--- config.mk ---
export PLATFORM = sky130hd
export DESIGN_NAME = stable_record_sort_by_depth
export DESIGN_NICKNAME = d
export VERILOG_FILES = /design/src/rtl/srsd_pkg.sv /design/src/rtl/srsd_cell.sv /design/src/rtl/stable_record_sort_by_depth.sv
export SDC_FILE = /design/constraint.sdc
export NUM_CORES = 2
export LEC_CHECK = 0
export ABC_AREA = 0
export BUFFER_PORTS_ARGS = -buffer_cell sky130_fd_sc_hd__buf_2
export CAP_MARGIN = 10
export CORE_MARGIN = 5
export CORE_UTILIZATION = 28
export CTS_CLUSTER_DIAMETER = 60
export DETAILED_ROUTE_END_ITERATION = 16
export HOLD_SLACK_MARGIN = 0.12
export PLACE_DENSITY = 0.5
export SKIP_LAST_GASP = 1
export SYNTH_ARGS = -nofsm -noshare
export SYNTH_HDL_FRONTEND = slang
export SYNTH_SLANG_ARGS = --single-unit
--- constraint.sdc ---
create_clock -name clk -period 18.4 [get_ports clk]
set_input_delay 1.84 -clock clk [delete_from_list [all_inputs] [get_ports clk]]
set_output_delay 1.84 -clock clk [all_outputs]
set_load 0.02 [all_outputs]
--- src/rtl/srsd_pkg.sv ---
// Shared types and constants for the stable record depth sorter.
package srsd_pkg;

  localparam int unsigned CapacityDefault = 32;

  typedef struct packed {
    logic signed [15:0] key;
    logic signed [15:0] row;
    logic [6:0]         shade;
  } rec_t;

  typedef struct packed {
    logic valid;
    rec_t rec;
  } slot_t;

  typedef struct packed {
    logic ins;
    logic drain;
  } cell_ctl_t;

  typedef enum logic [1:0] {
    ST_LOAD  = 2'b01,
    ST_DRAIN = 2'b10
  } state_t;

endpackage

--- src/rtl/srsd_cell.sv ---
// One cell of the insertion chain: holds one record, shifts right on insert, left on drain.
module srsd_cell (
  input  logic              clk,
  input  logic              rst_n,
  input  srsd_pkg::cell_ctl_t ctl,
  input  srsd_pkg::rec_t    new_rec,
  input  srsd_pkg::slot_t   left_slot,
  input  logic              left_shift,
  input  srsd_pkg::slot_t   right_slot,
  output srsd_pkg::slot_t   slot,
  output logic              shift
);
  import srsd_pkg::*;

  logic valid_r, valid_nxt;
  rec_t rec_r, rec_nxt;

  assign shift = !valid_r || (rec_r.key > new_rec.key);

  always_comb begin
    valid_nxt = valid_r;
    rec_nxt   = rec_r;
    if (ctl.drain) begin
      valid_nxt = right_slot.valid;
      rec_nxt   = right_slot.rec;
    end else if (ctl.ins && shift) begin
      if (left_shift) begin
        valid_nxt = left_slot.valid;
        rec_nxt   = left_slot.rec;
      end else begin
        valid_nxt = 1'b1;
        rec_nxt   = new_rec;
      end
    end
  end

  always_ff @(posedge clk) begin
    if (!rst_n) begin
      valid_r <= 1'b0;
    end else begin
      valid_r <= valid_nxt;
    end
    rec_r <= rec_nxt;
  end

  assign slot.valid = valid_r;
  assign slot.rec   = rec_r;

endmodule

--- src/rtl/stable_record_sort_by_depth.sv ---
// Top level of the stable record depth sorter: cell chain, load/drain control, result register.
//
// Records enter one per cycle while busy is low; each one is placed into a chain of CAPACITY
// cells in the cycle it is accepted, every cell comparing its key with the new one and handing
// its record to its right neighbor when displaced, so equal keys keep arrival order. The
// transaction flagged final starts the drain: busy rises and the chain shifts toward cell 0
// one record per cycle, with each result on the out_ ports for one cycle under out_valid,
// registered in the cycle after it reaches cell 0. The receiver cannot stall, so results
// must be taken as they come. Records that arrive with all cells full are dropped, and
// every result of that run carries out_dropped.
module stable_record_sort_by_depth #(
  parameter int unsigned CAPACITY = srsd_pkg::CapacityDefault
) (
  input  logic               clk,
  input  logic               rst_n,
  input  logic               start,
  output logic               busy,
  input  logic signed [15:0] in_depth_key,
  input  logic signed [15:0] in_row_pos,
  input  logic [6:0]         in_shade_base,
  input  logic               in_is_final,
  output logic               out_valid,
  output logic signed [15:0] out_key,
  output logic signed [15:0] out_row,
  output logic [6:0]         out_shade,
  output logic               out_end_of_run,
  output logic               out_dropped
);
  import srsd_pkg::*;

  state_t    state_r, state_nxt;
  logic      overflow_r, overflow_nxt;
  logic      out_valid_r;
  rec_t      out_rec_r;
  logic      out_end_r;
  logic      out_drop_r;
  rec_t      new_rec;
  cell_ctl_t ctl;
  logic      accept;
  logic      full;
  slot_t     slots [CAPACITY];
  logic      shifts [CAPACITY];

  assign new_rec.key   = in_depth_key;
  assign new_rec.row   = in_row_pos;
  assign new_rec.shade = in_shade_base;

  assign busy   = (state_r == ST_DRAIN);
  assign accept = start && !busy;
  assign full   = slots[CAPACITY-1].valid;

  assign ctl.ins   = accept && !full;
  assign ctl.drain = busy;

  for (genvar i = 0; i < CAPACITY; i++) begin : g_cell
    slot_t left_s;
    slot_t right_s;
    logic  left_sh;
    if (i == 0) begin : g_first
      assign left_s  = '0;
      assign left_sh = 1'b0;
    end else begin : g_mid
      assign left_s  = slots[i-1];
      assign left_sh = shifts[i-1];
    end
    if (i == CAPACITY - 1) begin : g_last
      assign right_s = '0;
    end else begin : g_inner
      assign right_s = slots[i+1];
    end
    srsd_cell u_cell (
      .clk        (clk),
      .rst_n      (rst_n),
      .ctl        (ctl),
      .new_rec    (new_rec),
      .left_slot  (left_s),
      .left_shift (left_sh),
      .right_slot (right_s),
      .slot       (slots[i]),
      .shift      (shifts[i])
    );
  end

  always_comb begin
    state_nxt    = state_r;
    overflow_nxt = overflow_r;
    unique case (state_r)
      ST_LOAD: begin
        if (accept) begin
          if (full) begin
            overflow_nxt = 1'b1;
          end
          if (in_is_final) begin
            state_nxt = ST_DRAIN;
          end
        end
      end
      ST_DRAIN: begin
        if (!slots[1].valid) begin
          state_nxt    = ST_LOAD;
          overflow_nxt = 1'b0;
        end
      end
      default: begin
        state_nxt = ST_LOAD;
      end
    endcase
  end

  always_ff @(posedge clk) begin
    if (!rst_n) begin
      state_r     <= ST_LOAD;
      overflow_r  <= 1'b0;
      out_valid_r <= 1'b0;
    end else begin
      state_r     <= state_nxt;
      overflow_r  <= overflow_nxt;
      out_valid_r <= busy;
    end
    out_rec_r  <= slots[0].rec;
    out_end_r  <= !slots[1].valid;
    out_drop_r <= overflow_r;
  end

  assign out_valid      = out_valid_r;
  assign out_key        = out_rec_r.key;
  assign out_row        = out_rec_r.row;
  assign out_shade      = out_rec_r.shade;
  assign out_end_of_run = out_end_r;
  assign out_dropped    = out_drop_r;

endmodule
==> flow_metrics.tcl <==
set metrics [dict create \
    cts-root-buf "clkbuf_16" \
    rsz0062_at_grt "false" \
    die_area_um2 283000 \
    syn_area_um2 76400 \
    drc_errors 0 \
    antenna_left 0 \
    r2r_cells 6 \
    wl_met2_um 122000 \
    critical_path.most_common_cell "buf_4" \
    tightest_slew_ns 1.22 \
    antenna_found_initial 7 \
    dr_wl_met3_um 27300 \
    syn_inst 7504 \
    coreArea_um2 271000 \
    final_common_cell "edfxtp_1" \
    grt_overflow 0 \
    avgSynthCellArea_um2 10.2 \
    cts_max_level 4 \
    cts_setup_buffers 0 \
    max_freq_mhz 167 \
    worstPathCellList "buf_2, buf_4, inv_2, buf_4, ha_1, nand4_1, nor4_1, a221oi_1, nor2b_1, a31oi_4, buf_4, nand2_1, nand2_2, buf_4" \
    ys_seq_area_share_pct 50.6 \
    cpPeakStageDelay_ns 0.73 \
    groute.usage.overall_pct 19.5 \
    io_buffers 85 \
    setup_slack_ns 12.43 \
    crit_slowest_cell "a31oi_4" \
    clkTransAtPathRegs_ns 0.06 \
    nFillCells 27600 \
    synth_fp_nets 8043 \
    crit_buf_inv 6 \
    cts_buffer_depth 3 \
    yosysWarnings 0 \
    worstPathRequired_ns 18.84 \
    layout.nets 7730 \
    crit_path_start_kind "input port" \
    cts_sinks 1325 \
    synth_edf_count 1209 \
    die_y_um 532 \
    p_switching_uw 2310 \
    static-leakage-power_uw 0.0302 \
    p_per_area_nw_per_um2 95.6 \
    yosysUniqueCellTypes 63 \
    setup_viol 0 \
    cts_resized 0 \
    mostFrequentLayoutCells "edfxtp_1 (1209), nand2_1 (1136), o211ai_1 (962), nand3_1 (917), ha_1 (496)" \
    post-route-period-util_pct 32.5 \
    grt_max_degree 189 \
    hp-start "g_cell[0].u_cell.slot[22]" \
    finalHoldViolCount 0 \
    drt_pass1_iterations 6 \
    pre_cts_ws_ns 11.62 \
    drtIter0Drc 8482 \
    finClkSkew_ns 0.0524 \
    r2r-end "g_cell[5].u_cell.slot[9]" \
    hold_buffers 0 \
    drive_gt1_share_pct 9.91 \
    start_util_pct 28.2 \
    final.setup.tns_ns 0 \
    max_slew_margin_pct 18.9 \
    drt-total-wl_um 291000 \
    cp.arrival_ns 6.42 \
    critPathTopFamily "buffers and inverters" \
    place_hpwl_um 193000 \
    hold_depth 0 \
    worstReg2RegStart "state_r[0]" \
    fin_util_pct 31.6 \
    p_sw_share_pct 28.2 \
    min_period_ns 5.97 \
    clock_latency_ns 0.83 \
    critPathMaxFanout 47 \
    via_per_inst 5.86 \
    wl_met1_um 133000 \
    grt_pass1_vias 60800 \
    maxCapViolations 0 \
    synth_ff_type "edfxtp_1" \
    ios 86 \
    ys_ff_latch 1325 \
    min_to "out_row[15]" \
    p_int_uw 5890 \
    comb_power_share_pct 13.2 \
    postSynth.asyncResetShare_pct 0 \
    die_w_um 532 \
    slew_viol_final 0 \
    tritoncts "yes" \
    top_layer "met5" \
    std_cell_rows 191 \
    dr_total_vias 63800 \
    grt_pass1_wl_um 424000 \
    hold_class "reg2reg" \
    wl_per_cell_um 26.7 \
    cts_buffers 158 \
    seq_power_share_pct 46.9 \
    ir_drop_v 0.000100 \
    clockPowerShare_pct 39.9 \
    run_status "complete, no violations" \
    endpoint_kind "register" \
    r2r_slack_ns 13.41 \
    syn_to_final_growth_pct 12.2 \
    gp_congestion 0.896 \
    worstSetupPathType "in2reg" \
]
## worst max path at each step
stage | startpoint | end | slack [ns] | depth (start not counted)
global route | in_depth_key[1] | g_cell[14].u_cell.slot[7] | 12.21 | 14
CTS | in_depth_key[1] | g_cell[14].u_cell.slot[7] | 12.51 | 14
global placement | in_depth_key[1] | g_cell[14].u_cell.slot[14] | 11.66 | 14
finish | in_depth_key[1] | g_cell[14].u_cell.slot[7] | 12.43 | 14
detailed placement | in_depth_key[1] | g_cell[14].u_cell.slot[5] | 11.62 | 14
floorplan | in_depth_key[13] | g_cell[27].u_cell.slot[0] | 11.03 | 9
## power by group through the flow
stage / Sequential [uW] / Clock [uW] / Combinational (uW)
2_1_floorplan: 3790 / 0 / 709
3_3_place_gp: 3890 / 0 / 1030
3_5_place_dp: 3890 / 0 / 1060
4_1_cts: 3830 / 3330 / 1060
5_1_grt: 3860 / 3450 / 1180
6_report: 3850 / 3270 / 1080
## metal layers
metal,vias to the layer above,track usage [%]
li1,28400,-
met1,31500,29.2
met2,3433,28.3
met3,432,3.71
met4,2,5.80
met5,-,0
## flip-flops by register name, summed over array words and instances, names as in the netlist
register               count
g_cell.u_cell.slot      1248
g_cell.u_cell.valid_r     32
out_key                   16
out_row                   16
out_shade                  7
state_r                    2
out_dropped                1
out_end_of_run             1
out_valid                  1
overflow_r                 1
## stage by stage
step                      std cells  hold slack, ns  power, uW  cell area [um^2]
after global routing          10900           0.389       8490             85700
final                         10900           0.374       8200             85700
after detailed placement      10600           0.356       4960             80300
after CTS                     10900           0.376       8230             85700
after global placement        10600           0.361       4930             80300
after floorplan                7504           0.331       4500             76400
## synthesized netlist by cell type (all sizes together), types with 11 or more instances
library cell | instances | area [um^2]
mux2i | 77 | 771
buf | 74 | 377
o31ai | 84 | 631
a31oi | 177 | 1110
edfxtp | 1209 | 36300
o221ai | 28 | 258
or3 | 32 | 200
inv | 84 | 315
nand2 | 1189 | 4460
nand4 | 189 | 1180
a21oi | 138 | 691
nor4b | 20 | 175
dfxtp | 116 | 2320
or2 | 40 | 250
a211oi | 46 | 345
nor3 | 11 | 55.1
o311a | 18 | 180
a21o | 107 | 803
nor2b | 78 | 488
o41a | 23 | 259
nand3b | 48 | 360
nand2b | 20 | 125
ha | 496 | 6210
o2111ai | 18 | 158
o21a | 63 | 473
o21ai | 213 | 1070
clkbuf | 640 | 2400
nand3 | 917 | 4590
o21bai | 19 | 165
o211ai | 1047 | 8290
nor2 | 211 | 797
## area by class of cell
class	instances	area (um^2)	share of cell area, %
Clock buffer	212	4430	5.17
Clock inverter	81	955	1.11
Multi-Input combinational cell	5381	35300	41.1
Timing Repair Buffer	241	1650	1.93
Tap cell	3570	4470	5.21
Sequential cell	1325	38600	45.1
Inverter	84	323	0.377
Antenna cell	2	5.00	0.00584
## kinds of logic after synthesis
| group | Yosys count | synth area share (%) |
|---|---|---|
| AND/OR/NAND/NOR | 2784 | 16.9 |
| AO/OA/AOI/OAI | 2024 | 19.4 |
| flip-flops | 1325 | 50.6 |
| buffers and inverters | 798 | 4.05 |
| adder cells (fa/ha/maj) | 496 | 8.12 |
| multiplexers | 77 | 1.01 |
## worst reg2reg max path: stages (launching register included)
cell,delay [ns]
dfxtp_1,0.33
nand2b_4,0.55
buf_4,0.59
buf_12,0.57
buf_4,0.77
buf_12,0.66
nand2_2,0.95
No activity file was read; power rests on OpenSTA's default activity.
